## src/rtl/core/lsema_pkg.sv

```systemverilog
// Shared types and constants for the line-sensor moving-average classifier.
// No dependencies; imported by every module under rtl/core.
package lsema_pkg;

    localparam int SAMPLE_BITS    = 12;
    localparam int CH_BITS        = 3;
    localparam int ALPHA_BITS     = 11;
    localparam int COUNT_BITS     = 4;
    localparam int MV_BITS        = 13;
    localparam int CFG_INDEX_BITS = 2;
    localparam int CFG_DATA_BITS  = 13;

    localparam int PROD_BITS      = ALPHA_BITS + SAMPLE_BITS;   // filter partial products
    localparam int MV_PROD_BITS   = SAMPLE_BITS + MV_BITS;      // filtered * reference_mv

    localparam int IN_TDATA_BITS  = 16;
    localparam int IN_TUSER_BITS  = 5;
    localparam int OUT_TDATA_BITS = 56;
    localparam int OUT_TUSER_BITS = 4;

    localparam int QUEUE_DEPTH    = 2;

    localparam logic [SAMPLE_BITS-1:0] SAMPLE_MAX = {SAMPLE_BITS{1'b1}};
    localparam logic [ALPHA_BITS-1:0]  ALPHA_ONE  = 11'd1024;
    localparam logic [COUNT_BITS-1:0]  COUNT_MAX  = {COUNT_BITS{1'b1}};

    localparam logic [SAMPLE_BITS-1:0] DARK_THRESHOLD_RST  = 12'd2359;
    localparam logic [ALPHA_BITS-1:0]  EMA_ALPHA_RST       = 11'd307;
    localparam logic [COUNT_BITS-1:0]  LINE_MIN_COUNT_RST  = 4'd3;
    localparam logic [MV_BITS-1:0]     REFERENCE_MV_RST    = 13'd3300;

    localparam logic [CFG_INDEX_BITS-1:0] REG_DARK_THRESHOLD  = 2'd0;
    localparam logic [CFG_INDEX_BITS-1:0] REG_EMA_ALPHA       = 2'd1;
    localparam logic [CFG_INDEX_BITS-1:0] REG_LINE_MIN_COUNT  = 2'd2;
    localparam logic [CFG_INDEX_BITS-1:0] REG_REFERENCE_MV    = 2'd3;

    typedef struct packed {
        logic [SAMPLE_BITS-1:0] avg;
        logic [SAMPLE_BITS-1:0] mn;
        logic [SAMPLE_BITS-1:0] mx;
    } chan_state_t;

    typedef struct packed {
        logic [SAMPLE_BITS-1:0] dark_threshold;
        logic [ALPHA_BITS-1:0]  ema_alpha_q10;
        logic [COUNT_BITS-1:0]  line_min_count;
    } front_cfg_t;

    typedef struct packed {
        logic [CH_BITS-1:0]     channel;
        logic                   error;
        logic [SAMPLE_BITS-1:0] filtered;
        logic [SAMPLE_BITS-1:0] minimum;
        logic [SAMPLE_BITS-1:0] maximum;
        logic                   is_black;
        logic [COUNT_BITS-1:0]  dark_count;
        logic                   line_detected;
    } result_entry_t;

    typedef enum logic [1:0] {
        F_IDLE,
        F_MUL,
        F_FILT,
        F_WB
    } front_state_t;

    typedef enum logic [1:0] {
        B_IDLE,
        B_DIV,
        B_FIX
    } back_state_t;

endpackage

```

## src/rtl/core/lsema_front.sv

```systemverilog
// Front end: accepts samples, updates the per-channel average/min/max store
// and the frame black count, pushes a partial result. Uses lsema_pkg.
module lsema_front
    import lsema_pkg::*;
#(
    parameter int CHANNELS = 8
)
(
    input  logic                   clk,
    input  logic                   rst_n,
    input  logic                   in_valid,
    output logic                   in_ready,
    input  logic [CH_BITS-1:0]     in_channel,
    input  logic [SAMPLE_BITS-1:0] in_sample,
    input  logic                   in_error,
    input  logic                   in_restart,
    input  logic                   in_frame_end,
    input  front_cfg_t             cfg,
    output logic                   push_valid,
    input  logic                   push_ready,
    output result_entry_t          push_entry
);

    localparam int IDX_BITS = (CHANNELS > 1) ? $clog2(CHANNELS) : 1;
    localparam int EXT_BITS = IDX_BITS + CH_BITS;

    front_state_t state_reg, state_next;

    chan_state_t store [CHANNELS];
    logic [CHANNELS-1:0] valid_reg;
    logic [COUNT_BITS-1:0] count_reg;

    logic [CH_BITS-1:0]     ch_reg;
    logic [IDX_BITS-1:0]    addr_reg;
    logic [SAMPLE_BITS-1:0] raw_reg;
    logic                   err_reg;
    logic                   fend_reg;
    logic                   vld_reg;
    chan_state_t            mem_q_reg;
    logic [PROD_BITS-1:0]   p_new_reg;
    logic [PROD_BITS-1:0]   p_old_reg;
    logic                   old_zero_reg;
    logic [SAMPLE_BITS-1:0] filt_reg;

    logic [EXT_BITS-1:0]    ch_ext;
    logic [IDX_BITS-1:0]    addr_in;
    logic                   in_range;
    logic                   accept;
    logic                   push_fire;
    logic [ALPHA_BITS-1:0]  alpha_sat;
    logic [ALPHA_BITS-1:0]  alpha_rest;
    logic [SAMPLE_BITS-1:0] old_avg;
    logic [SAMPLE_BITS-1:0] min_old;
    logic [SAMPLE_BITS-1:0] max_old;
    logic [SAMPLE_BITS-1:0] min_new;
    logic [SAMPLE_BITS-1:0] max_new;
    logic [PROD_BITS-1:0]   ema_sum;
    logic                   black;
    logic [COUNT_BITS-1:0]  cnt_new;

    assign ch_ext   = {{IDX_BITS{1'b0}}, in_channel};
    assign addr_in  = ch_ext[IDX_BITS-1:0];
    assign in_range = (ch_ext < EXT_BITS'(CHANNELS));
    assign accept   = in_valid && in_ready;
    assign push_fire = push_valid && push_ready;

    assign alpha_sat  = (cfg.ema_alpha_q10 > ALPHA_ONE) ? ALPHA_ONE : cfg.ema_alpha_q10;
    assign alpha_rest = ALPHA_ONE - alpha_sat;
    assign old_avg    = vld_reg ? mem_q_reg.avg : '0;
    assign ema_sum    = p_new_reg + p_old_reg;

    // stored extremes of an entry not written since restart read as reset values
    assign min_old = vld_reg ? mem_q_reg.mn : SAMPLE_MAX;
    assign max_old = vld_reg ? mem_q_reg.mx : '0;
    assign min_new = (filt_reg < min_old) ? filt_reg : min_old;
    assign max_new = (filt_reg > max_old) ? filt_reg : max_old;

    assign black   = !err_reg && (filt_reg >= cfg.dark_threshold);
    assign cnt_new = (black && (count_reg != COUNT_MAX)) ? count_reg + 1'b1 : count_reg;

    always_comb
    begin
        push_entry.channel       = ch_reg;
        push_entry.error         = err_reg;
        push_entry.filtered      = err_reg ? '0 : filt_reg;
        push_entry.minimum       = err_reg ? '0 : min_new;
        push_entry.maximum       = err_reg ? '0 : max_new;
        push_entry.is_black      = black;
        push_entry.dark_count    = cnt_new;
        push_entry.line_detected = fend_reg && (cnt_new >= cfg.line_min_count);
    end

    always_ff @(posedge clk or negedge rst_n)
    begin
        if (!rst_n)
        begin
            state_reg <= F_IDLE;
        end
        else
        begin
            state_reg <= state_next;
        end
    end

    always_comb
    begin
        state_next = state_reg;
        in_ready   = 1'b0;
        push_valid = 1'b0;
        unique case (state_reg)
            F_IDLE:
            begin
                in_ready = 1'b1;
                if (in_valid)
                begin
                    state_next = F_MUL;
                end
            end
            F_MUL:
            begin
                state_next = F_FILT;
            end
            F_FILT:
            begin
                state_next = F_WB;
            end
            F_WB:
            begin
                push_valid = 1'b1;
                if (push_ready)
                begin
                    state_next = F_IDLE;
                end
            end
            default:
            begin
                state_next = F_IDLE;
            end
        endcase
    end

    // valid bits and frame count; restart clears them at the transfer
    always_ff @(posedge clk or negedge rst_n)
    begin
        if (!rst_n)
        begin
            valid_reg <= '0;
            count_reg <= '0;
        end
        else if (accept && in_restart)
        begin
            valid_reg <= '0;
            count_reg <= '0;
        end
        else if (push_fire)
        begin
            if (!err_reg)
            begin
                valid_reg[addr_reg] <= 1'b1;
            end
            count_reg <= fend_reg ? '0 : cnt_new;
        end
    end

    always_ff @(posedge clk)
    begin
        if (accept)
        begin
            mem_q_reg <= store[addr_in];
        end
        if (push_fire && !err_reg)
        begin
            store[addr_reg] <= '{avg: filt_reg, mn: min_new, mx: max_new};
        end
    end

    always_ff @(posedge clk)
    begin
        if (accept)
        begin
            ch_reg   <= in_channel;
            addr_reg <= addr_in;
            raw_reg  <= in_sample;
            err_reg  <= in_error || !in_range;
            fend_reg <= in_frame_end;
            vld_reg  <= valid_reg[addr_in] && !in_restart;
        end
        if (state_reg == F_MUL)
        begin
            p_new_reg    <= PROD_BITS'(alpha_sat * raw_reg);
            p_old_reg    <= PROD_BITS'(alpha_rest * old_avg);
            old_zero_reg <= (old_avg == '0);
        end
        if (state_reg == F_FILT)
        begin
            filt_reg <= old_zero_reg ? raw_reg : ema_sum[SAMPLE_BITS+9:10];
        end
    end

endmodule

```

## src/rtl/core/lsema_queue.sv

```systemverilog
// Small result queue between front end and back end.
// Uses lsema_pkg for the entry type and depth.
module lsema_queue
    import lsema_pkg::*;
(
    input  logic          clk,
    input  logic          rst_n,
    input  logic          push_valid,
    output logic          push_ready,
    input  result_entry_t push_entry,
    output logic          pop_valid,
    input  logic          pop_ready,
    output result_entry_t pop_entry
);

    localparam int PTR_BITS = (QUEUE_DEPTH > 1) ? $clog2(QUEUE_DEPTH) : 1;
    localparam int CNT_BITS = $clog2(QUEUE_DEPTH + 1);

    result_entry_t slot_reg [QUEUE_DEPTH];
    logic [PTR_BITS-1:0] wr_ptr_reg;
    logic [PTR_BITS-1:0] rd_ptr_reg;
    logic [CNT_BITS-1:0] count_reg;
    logic push_fire;
    logic pop_fire;

    assign push_ready = (count_reg != CNT_BITS'(QUEUE_DEPTH));
    assign pop_valid  = (count_reg != '0);
    assign pop_entry  = slot_reg[rd_ptr_reg];
    assign push_fire  = push_valid && push_ready;
    assign pop_fire   = pop_valid && pop_ready;

    always_ff @(posedge clk or negedge rst_n)
    begin
        if (!rst_n)
        begin
            wr_ptr_reg <= '0;
            rd_ptr_reg <= '0;
            count_reg  <= '0;
        end
        else
        begin
            if (push_fire)
            begin
                wr_ptr_reg <= (wr_ptr_reg == PTR_BITS'(QUEUE_DEPTH - 1)) ? '0
                                                                         : wr_ptr_reg + 1'b1;
            end
            if (pop_fire)
            begin
                rd_ptr_reg <= (rd_ptr_reg == PTR_BITS'(QUEUE_DEPTH - 1)) ? '0
                                                                         : rd_ptr_reg + 1'b1;
            end
            if (push_fire && !pop_fire)
            begin
                count_reg <= count_reg + 1'b1;
            end
            else if (pop_fire && !push_fire)
            begin
                count_reg <= count_reg - 1'b1;
            end
        end
    end

    always_ff @(posedge clk)
    begin
        if (push_fire)
        begin
            slot_reg[wr_ptr_reg] <= push_entry;
        end
    end

endmodule

```

## src/rtl/core/lsema_back.sv

```systemverilog
// Back end: millivolt conversion (multiply, divide by full scale) and the
// output register of the result stream. Uses lsema_pkg.
module lsema_back
    import lsema_pkg::*;
(
    input  logic                      clk,
    input  logic                      rst_n,
    input  logic                      pop_valid,
    output logic                      pop_ready,
    input  result_entry_t             pop_entry,
    input  logic [MV_BITS-1:0]        reference_mv,
    output logic                      out_valid,
    input  logic                      out_ready,
    output logic [OUT_TDATA_BITS-1:0] out_data,
    output logic [OUT_TUSER_BITS-1:0] out_user
);

    localparam int SUM_BITS = MV_PROD_BITS + 1;
    localparam int PAD_BITS = OUT_TDATA_BITS - (3 * SAMPLE_BITS + MV_BITS + COUNT_BITS + 2);

    back_state_t state_reg, state_next;

    result_entry_t            entry_reg;
    logic [MV_PROD_BITS-1:0]  prod_reg;
    logic [MV_BITS-1:0]       q0_reg;
    logic                     out_valid_reg;
    logic [OUT_TDATA_BITS-1:0] out_data_reg;
    logic [OUT_TUSER_BITS-1:0] out_user_reg;

    logic [SUM_BITS-1:0] q_sum;
    logic [SUM_BITS-1:0] rem;
    logic [MV_BITS-1:0]  mv;
    logic                load;

    // x/4095 estimated as (x + x/4096)/4096; low by at most one
    assign q_sum = {1'b0, prod_reg} + SUM_BITS'(prod_reg[MV_PROD_BITS-1:SAMPLE_BITS]);
    assign rem   = {1'b0, prod_reg} - {q0_reg, {SAMPLE_BITS{1'b0}}} + SUM_BITS'(q0_reg);
    assign mv    = (rem >= SUM_BITS'(SAMPLE_MAX)) ? q0_reg + 1'b1 : q0_reg;

    assign out_valid = out_valid_reg;
    assign out_data  = out_data_reg;
    assign out_user  = out_user_reg;

    always_ff @(posedge clk or negedge rst_n)
    begin
        if (!rst_n)
        begin
            state_reg <= B_IDLE;
        end
        else
        begin
            state_reg <= state_next;
        end
    end

    always_comb
    begin
        state_next = state_reg;
        pop_ready  = 1'b0;
        load       = 1'b0;
        unique case (state_reg)
            B_IDLE:
            begin
                pop_ready = 1'b1;
                if (pop_valid)
                begin
                    state_next = B_DIV;
                end
            end
            B_DIV:
            begin
                state_next = B_FIX;
            end
            B_FIX:
            begin
                if (!out_valid_reg || out_ready)
                begin
                    load       = 1'b1;
                    state_next = B_IDLE;
                end
            end
            default:
            begin
                state_next = B_IDLE;
            end
        endcase
    end

    always_ff @(posedge clk or negedge rst_n)
    begin
        if (!rst_n)
        begin
            out_valid_reg <= 1'b0;
        end
        else if (load)
        begin
            out_valid_reg <= 1'b1;
        end
        else if (out_ready)
        begin
            out_valid_reg <= 1'b0;
        end
    end

    always_ff @(posedge clk)
    begin
        if (pop_valid && pop_ready)
        begin
            entry_reg <= pop_entry;
            prod_reg  <= MV_PROD_BITS'(pop_entry.filtered * reference_mv);
        end
        if (state_reg == B_DIV)
        begin
            q0_reg <= q_sum[MV_PROD_BITS-1:SAMPLE_BITS];
        end
        if (load)
        begin
            out_data_reg <= {{PAD_BITS{1'b0}},
                             entry_reg.line_detected,
                             entry_reg.dark_count,
                             entry_reg.is_black,
                             mv,
                             entry_reg.maximum,
                             entry_reg.minimum,
                             entry_reg.filtered};
            out_user_reg <= {entry_reg.error, entry_reg.channel};
        end
    end

endmodule

```

## src/rtl/core/line_sensor_ema_classifier_unit.sv

```systemverilog
// Line-sensor moving-average classifier, top level. The front-end sequencer
// takes each sample through store read, filter multiply, filter sum and store
// write, and accepts no new sample until the last one is pushed to the queue.
// Reset restores register defaults; channel stores read as cleared through
// per-channel valid bits, so no clearing pass is run.
// Depends on lsema_pkg, lsema_front, lsema_queue, lsema_back.
module line_sensor_ema_classifier_unit
    import lsema_pkg::*;
#(
    parameter int CHANNELS = 8
)
(
    input  logic                        clk,
    input  logic                        rst_n,
    input  logic                        s_axis_tvalid,
    output logic                        s_axis_tready,
    input  logic [IN_TDATA_BITS-1:0]    s_axis_tdata,   // [11:0] sample
    input  logic [IN_TUSER_BITS-1:0]    s_axis_tuser,   // [2:0] channel, [3] sample_error,
                                                        // [4] restart
    input  logic                        s_axis_tlast,   // frame_end
    output logic                        m_axis_tvalid,
    input  logic                        m_axis_tready,
    output logic [OUT_TDATA_BITS-1:0]   m_axis_tdata,   // [11:0] filtered, [23:12] minimum,
                                                        // [35:24] maximum, [48:36] millivolts,
                                                        // [49] is_black, [53:50] dark count,
                                                        // [54] line_detected
    output logic [OUT_TUSER_BITS-1:0]   m_axis_tuser,   // [2:0] channel_out, [3] error_out
    input  logic                        cfg_valid,
    output logic                        cfg_ready,
    input  logic [CFG_INDEX_BITS-1:0]   cfg_index,
    input  logic [CFG_DATA_BITS-1:0]    cfg_data
);

    logic [SAMPLE_BITS-1:0] dark_threshold_reg;
    logic [ALPHA_BITS-1:0]  ema_alpha_reg;
    logic [COUNT_BITS-1:0]  line_min_count_reg;
    logic [MV_BITS-1:0]     reference_mv_reg;

    front_cfg_t    front_cfg;
    logic          q_push_valid;
    logic          q_push_ready;
    result_entry_t q_push_entry;
    logic          q_pop_valid;
    logic          q_pop_ready;
    result_entry_t q_pop_entry;

    assign cfg_ready = 1'b1;

    assign front_cfg.dark_threshold = dark_threshold_reg;
    assign front_cfg.ema_alpha_q10  = ema_alpha_reg;
    assign front_cfg.line_min_count = line_min_count_reg;

    always_ff @(posedge clk or negedge rst_n)
    begin
        if (!rst_n)
        begin
            dark_threshold_reg  <= DARK_THRESHOLD_RST;
            ema_alpha_reg       <= EMA_ALPHA_RST;
            line_min_count_reg  <= LINE_MIN_COUNT_RST;
            reference_mv_reg    <= REFERENCE_MV_RST;
        end
        else if (cfg_valid && cfg_ready)
        begin
            unique case (cfg_index)
                REG_DARK_THRESHOLD:  dark_threshold_reg  <= cfg_data[SAMPLE_BITS-1:0];
                REG_EMA_ALPHA:       ema_alpha_reg       <= cfg_data[ALPHA_BITS-1:0];
                REG_LINE_MIN_COUNT:  line_min_count_reg  <= cfg_data[COUNT_BITS-1:0];
                REG_REFERENCE_MV:    reference_mv_reg    <= cfg_data[MV_BITS-1:0];
                default:             ;
            endcase
        end
    end

    lsema_front #(
        .CHANNELS (CHANNELS)
    ) u_front (
        .clk          (clk),
        .rst_n        (rst_n),
        .in_valid     (s_axis_tvalid),
        .in_ready     (s_axis_tready),
        .in_channel   (s_axis_tuser[CH_BITS-1:0]),
        .in_sample    (s_axis_tdata[SAMPLE_BITS-1:0]),
        .in_error     (s_axis_tuser[CH_BITS]),
        .in_restart   (s_axis_tuser[CH_BITS+1]),
        .in_frame_end (s_axis_tlast),
        .cfg          (front_cfg),
        .push_valid   (q_push_valid),
        .push_ready   (q_push_ready),
        .push_entry   (q_push_entry)
    );

    lsema_queue u_queue (
        .clk        (clk),
        .rst_n      (rst_n),
        .push_valid (q_push_valid),
        .push_ready (q_push_ready),
        .push_entry (q_push_entry),
        .pop_valid  (q_pop_valid),
        .pop_ready  (q_pop_ready),
        .pop_entry  (q_pop_entry)
    );

    lsema_back u_back (
        .clk          (clk),
        .rst_n        (rst_n),
        .pop_valid    (q_pop_valid),
        .pop_ready    (q_pop_ready),
        .pop_entry    (q_pop_entry),
        .reference_mv (reference_mv_reg),
        .out_valid    (m_axis_tvalid),
        .out_ready    (m_axis_tready),
        .out_data     (m_axis_tdata),
        .out_user     (m_axis_tuser)
    );

endmodule
```

## config.mk

```make
export PLATFORM = sky130hd
export DESIGN_NAME = line_sensor_ema_classifier_unit
export DESIGN_NICKNAME = d
export VERILOG_FILES = /design/src/rtl/core/lsema_pkg.sv /design/src/rtl/core/lsema_front.sv /design/src/rtl/core/lsema_queue.sv /design/src/rtl/core/lsema_back.sv /design/src/rtl/core/line_sensor_ema_classifier_unit.sv
export SDC_FILE = /design/constraint.sdc
export NUM_CORES = 2
export LEC_CHECK = 0
export ABC_CLOCK_PERIOD_IN_PS = 7520
export BUFFER_PORTS_ARGS = -buffer_cell sky130_fd_sc_hd__buf_2
export CORE_MARGIN = 4
export CORE_UTILIZATION = 58
export DETAILED_ROUTE_END_ITERATION = 8
export PLACE_DENSITY = 0.79
export SYNTH_ARGS = -nofsm -noshare
export SYNTH_HDL_FRONTEND = slang
export SYNTH_SLANG_ARGS = --single-unit
```

## constraint.sdc

```tcl
create_clock -name clk -period 7.52 [get_ports clk]
set_input_delay 1.504 -clock clk [delete_from_list [all_inputs] [get_ports clk]]
set_output_delay 1.504 -clock clk [all_outputs]
set_load 0.02 [all_outputs]
```

# == After elaboration in Yosys (flattened, before gate mapping) ==
# Memory sizes are Yosys's and may differ from the RTL's. A register that Yosys moved wholly into a read port is not among the register bits.
# Cells that the tools add are included.
# op_classes
bitwise_logic,1
n_addsub,11
n_lt_le_gt_ge,10
n_mul,3
n_eq_ne,15
muxes,43
n_reduce_logical,35
# op_table
cell,count
$mux W12,9
$mul A11 B12 Y22,2
$add A26 B13 Y26,1
$ge A26 B12 Y1 const B,1
$sub A25 B25 Y26,1
$add A25 B13 Y25,1
$mul A12 B13 Y25,1
$mux W8,3
$add A22 B22 Y22,1
$mux W4,4
$mux W1,15
$reduce_and A2 Y1,7
$add A13 B1 Y13 const B,1
$mux W13,1
$ge A12 B12 Y1,1
$gt A12 B12 Y1,1
$logic_and A1 B1 Y1,12
$logic_not A12 Y1,1
$lt A12 B12 Y1,1
$lt A3 B4 Y1 const B,3
$mux W2,6
$gt A11 B11 Y1 const B,1
$mux W11,1
$sub A11 B11 Y11 const A,1
other kinds (20),42
# word_totals
reg_bits,279
n_memories,2
input_bits,42
output_inout_bits,63
word_cells,153
ram_bits,380
# mem_list
memory,depth,word_bits,rd,rd_clocked_by_memory_dff,write_ports,line_no,rtl
u_front.store,8,36,1,1,1,lsema_front.sv:29,chan_state_t store [CHANNELS];
u_queue.slot_reg,2,46,1,0,1,lsema_queue.sv:19,result_entry_t slot_reg [QUEUE_DEPTH];

# == Depth between registers and ports, before layout ==
# depth
depth_word,8
ltp_mapped,31
ltp_nobuf,26

# == Modules after synthesis ==
# Synthesis repeated with hierarchy kept, for this count alone.
# hier_totals
hier_cells,3456
area_unflattened_um2,43693.2
# modules_own_cells
module,n_inst,seq_area_each_um2,area_per_inst_um2,cells_each
lsema_front,1,12331.8,25991.2,2023
lsema_back,1,4369.2,12424.4,1183
lsema_queue,1,2862.7,3637.2,161
line_sensor_ema_classifier_unit,1,1026.0,1640.3,89

# == Least setup slack after synthesis ==
# OpenSTA, ideal clock, no wires.
# synth_path
path_type,flip-flop to flip-flop
startpoint,reg ema_alpha_reg[10]
endpoint,"reg u_front.p_old_reg[21], data pin"
period_less_slack_ns,6.883
setup_ns,0.258
arrival_time_ns,6.625
path_buffers,4
t_required_ns,7.262
stages_incl_launch_ff,27
setup_slack_ns,0.637
cell_sequence,dfrtp_1 > clkbuf_1 > nor2b_1 > clkbuf_1 > inv_1 > ha_1 > nand2_1 > or3_1 > clkbuf_1 > nor3_1 > xor2_1 > clkbuf_1 > or2_2 > fa_1 > fa_1 > inv_1 > fa_1 > fa_1 > fa_1 > ha_1 > a21o_1 > o2111ai_1 > nand3_1 > o41a_1 > a41o_1 > o21ba_2 > xnor2_1
# synth_between
elab_chain_cells,4
# synth_rtl
element,line_no,rtl
"start, declared",line_sensor_ema_classifier_unit.sv:35,logic [ALPHA_BITS-1:0] ema_alpha_reg;
"start signal, assigned",line_sensor_ema_classifier_unit.sv:66,REG_EMA_ALPHA: ema_alpha_reg <= cfg_data[ALPHA_BITS-1:0];
$gt A11 B11 Y1,lsema_front.sv:67,assign alpha_sat = (cfg.ema_alpha_q10 > ALPHA_ONE) ? ALPHA_ONE : cfg.ema_alpha_q10;
$mux W11 *,lsema_front.sv:67,
$sub A11 B11 Y11 *,lsema_front.sv:68,assign alpha_rest = ALPHA_ONE - alpha_sat;
$mul A11 B12 Y22 *,lsema_front.sv:191,p_old_reg <= PROD_BITS'(alpha_rest * old_avg);
"end signal, assigned",lsema_front.sv:191,
"end, declared",lsema_front.sv:41,logic [PROD_BITS-1:0] p_old_reg;
# Every way passes the cells marked *; elsewhere a longest branch is shown, timed or not.
# A chain may end at the register's enable or synchronous reset.

# == Worst setup path after layout ==
# Ends and elaborated chain as after synthesis.

==> metrics.yaml <==
outcome: "finished clean"
max_stage_delay_ps: 550
hpwl_mm: 61.7
yosys.area.top_type: "edfxtp_1"
antenna_found_initial: 8
clock-root-buffer: "clkbuf_16"
rr_worst_depth: 25
min_from: "u_back.entry_reg[30]"
vias: 25600
drtIter0Drc: 1981
cp-end-kind: "flip-flop"
die_area_um2: 77400
hold_violations: 0
wl_per_cell_um: 20.5
ctsHtreeMaxLevel: 3
gr-usage-met1: 0.306
drcViolationCount: 0
hp-class: "reg -> reg"
antenna_left: 0
track_usage: 0.237
setup_viol: 0
synth_top_area_frac: 0.449
clock-sinks: 695
regToRegStartpoint: "ema_alpha_reg[10]"
wirelength_mm: 90.9
min_delay_path_depth: 0
drive_above_1_share: 0.147
viasPerCell: 5.77
nets: 4059
grt_max_degree: 76
post-route-min-period_ps: 7010
worstReg2RegEnd: "u_front.p_old_reg[21]"
worstPathMaxFanout: 13
use_met3: 0.0476
critPathRequiredTime_ps: 7860
async_reset_ff_frac: 0.0878
ys_types: 74
post-synth-top-count-cell: "edfxtp_1"
tightest_slew_ps: 1170
firstDrtPassIters: 6
ys_seq_area_frac: 0.486
syn-cell-area_um2: 42400
ys.flop_type: "edfxtp_1"
clkTransAtPathRegs_ps: 50
tns_ps: 0
crit_arrival_ps: 7350
clk_latency_ps: 640
r2r_slack_ps: 510
timing.fmax_mhz: 143
crit_type: "reg -> reg"
cp_top_family: "adder cells"
io_pins: 105
drv_slew: 0
grt_pass1_wl_mm: 145
syn_nets: 3952
yosysWarnings: 0
die_w_um: 278
grt_pass1_vias: 26700
yosys-top-cells-count: "edfxtp_1, inv_1, nand2_1"
cts_setup_buffers: 0
start_util: 0.589
largest_reg_flops: 288
busiest_layer: "met2"
skew_ps: 52.4
clk_path_buf_depth: 3
syn_avg_cell_area_um2: 12.8
yosys-top-cells-area: "edfxtp_1, fa_1, ha_1"
rows: 98
ys_ff_latch: 695
start_kind: "flip-flop"
maxCapViolations: 0
core-area_um2: 72000
relSlewSlack: 0.217
area_growth_pct: 9.66
synth_enable_flop_cells: 634
min_to: "u_back.out_data[0]"
grt_setup_unrepaired: "no"
gr-usage-met2: 0.407
crit_buf_inv: 6
cts_tree: "yes"
port_buffers: 98
crit_top_cell: "fa_1"
cts-buffers-inserted: 73
die_y_um: 278
gp_congestion: 0.906
fin_crit_sh: 0.932
grt_remaining_overflow: 0
syn_inst: 3317
critPathSlowestCell: "fa_1"
## layer usage
layer	routed length, µm	share of wire	vias up
li1	-	-	11600
met5	29	0.00032	-
met2	45900	0.50	975
met4	2680	0.029	6
met3	6780	0.075	198
met1	35500	0.39	12800
## worst max path at each step
| stage | startpoint | endpoint | slack (ps) | depth (start not counted) |
|---|---|---|---|---|
| detailed placement | ema_alpha_reg[10] | u_front.p_old_reg[21] | 470 | 25 |
| floorplan | ema_alpha_reg[10] | u_front.p_old_reg[21] | 640 | 26 |
| global route | ema_alpha_reg[10] | u_front.p_old_reg[20] | 120 | 25 |
| finish | ema_alpha_reg[10] | u_front.p_old_reg[21] | 510 | 25 |
| CTS | ema_alpha_reg[10] | u_front.p_old_reg[21] | 440 | 25 |
| global placement | ema_alpha_reg[10] | u_front.p_old_reg[21] | 550 | 25 |
## timing repair
| action | CTS | global route |
|---|---|---|
| hold buffers | 0 | 0 |
| resized for setup | 0 | 2 |
| setup endpoints to repair | 0 | 1 |
## final cells by class
| type | count | area (µm²) |
|---|---|---|
| multi-input cells | 2067 | 19800 |
| clock buffers | 90 | 1940 |
| repair buffers | 148 | 868 |
| well taps | 950 | 1190 |
| fillers | 5078 | 25500 |
| diodes | 5 | 12.5 |
| clock inverters | 45 | 439 |
| flip-flops and latches | 695 | 20600 |
| inverters | 439 | 1650 |
## through the flow
stage	instance area, µm²	hold slack, ps	utilization	std cells	worst slack (ps)
finish	46500	417	0.645	4439	510
global route	46500	419	0.645	4436	116
CTS	46400	415	0.645	4434	444
detailed placement	44100	405	0.612	4299	473
global placement	44100	401	0.612	4299	552
floorplan	42400	400	-	3317	637
## placed cells by master (no fill, tap or decap), drive strengths merged, types with 36 or more instances in the layout
master / count
mux4: 74
nand2: 333
o21ai: 81
nand3: 37
a21oi: 77
nor2b: 71
fa: 287
buf: 148
and2: 118
clkbuf: 90
nor2: 165
nor3: 37
inv: 443
dfrtp: 41
ha: 306
edfxtp: 634
clkinv: 36
xnor2: 81
xor2: 36
mux2: 118
## logic make-up after synthesis
family,count (synthesis),share of synthesized area
adder cells (fa/ha/maj),593,0.226
flip-flops,695,0.486
multiplexers,210,0.0750
AND/OR/NAND/NOR,872,0.0981
XOR/XNOR,117,0.0242
buffers and inverters,555,0.0496
other,2,0.000177
AO/OA/AOI/OAI,273,0.0410
Power is not shown: default switching activity piles up to over one toggle a cycle in this logic, so the estimate is an artifact.
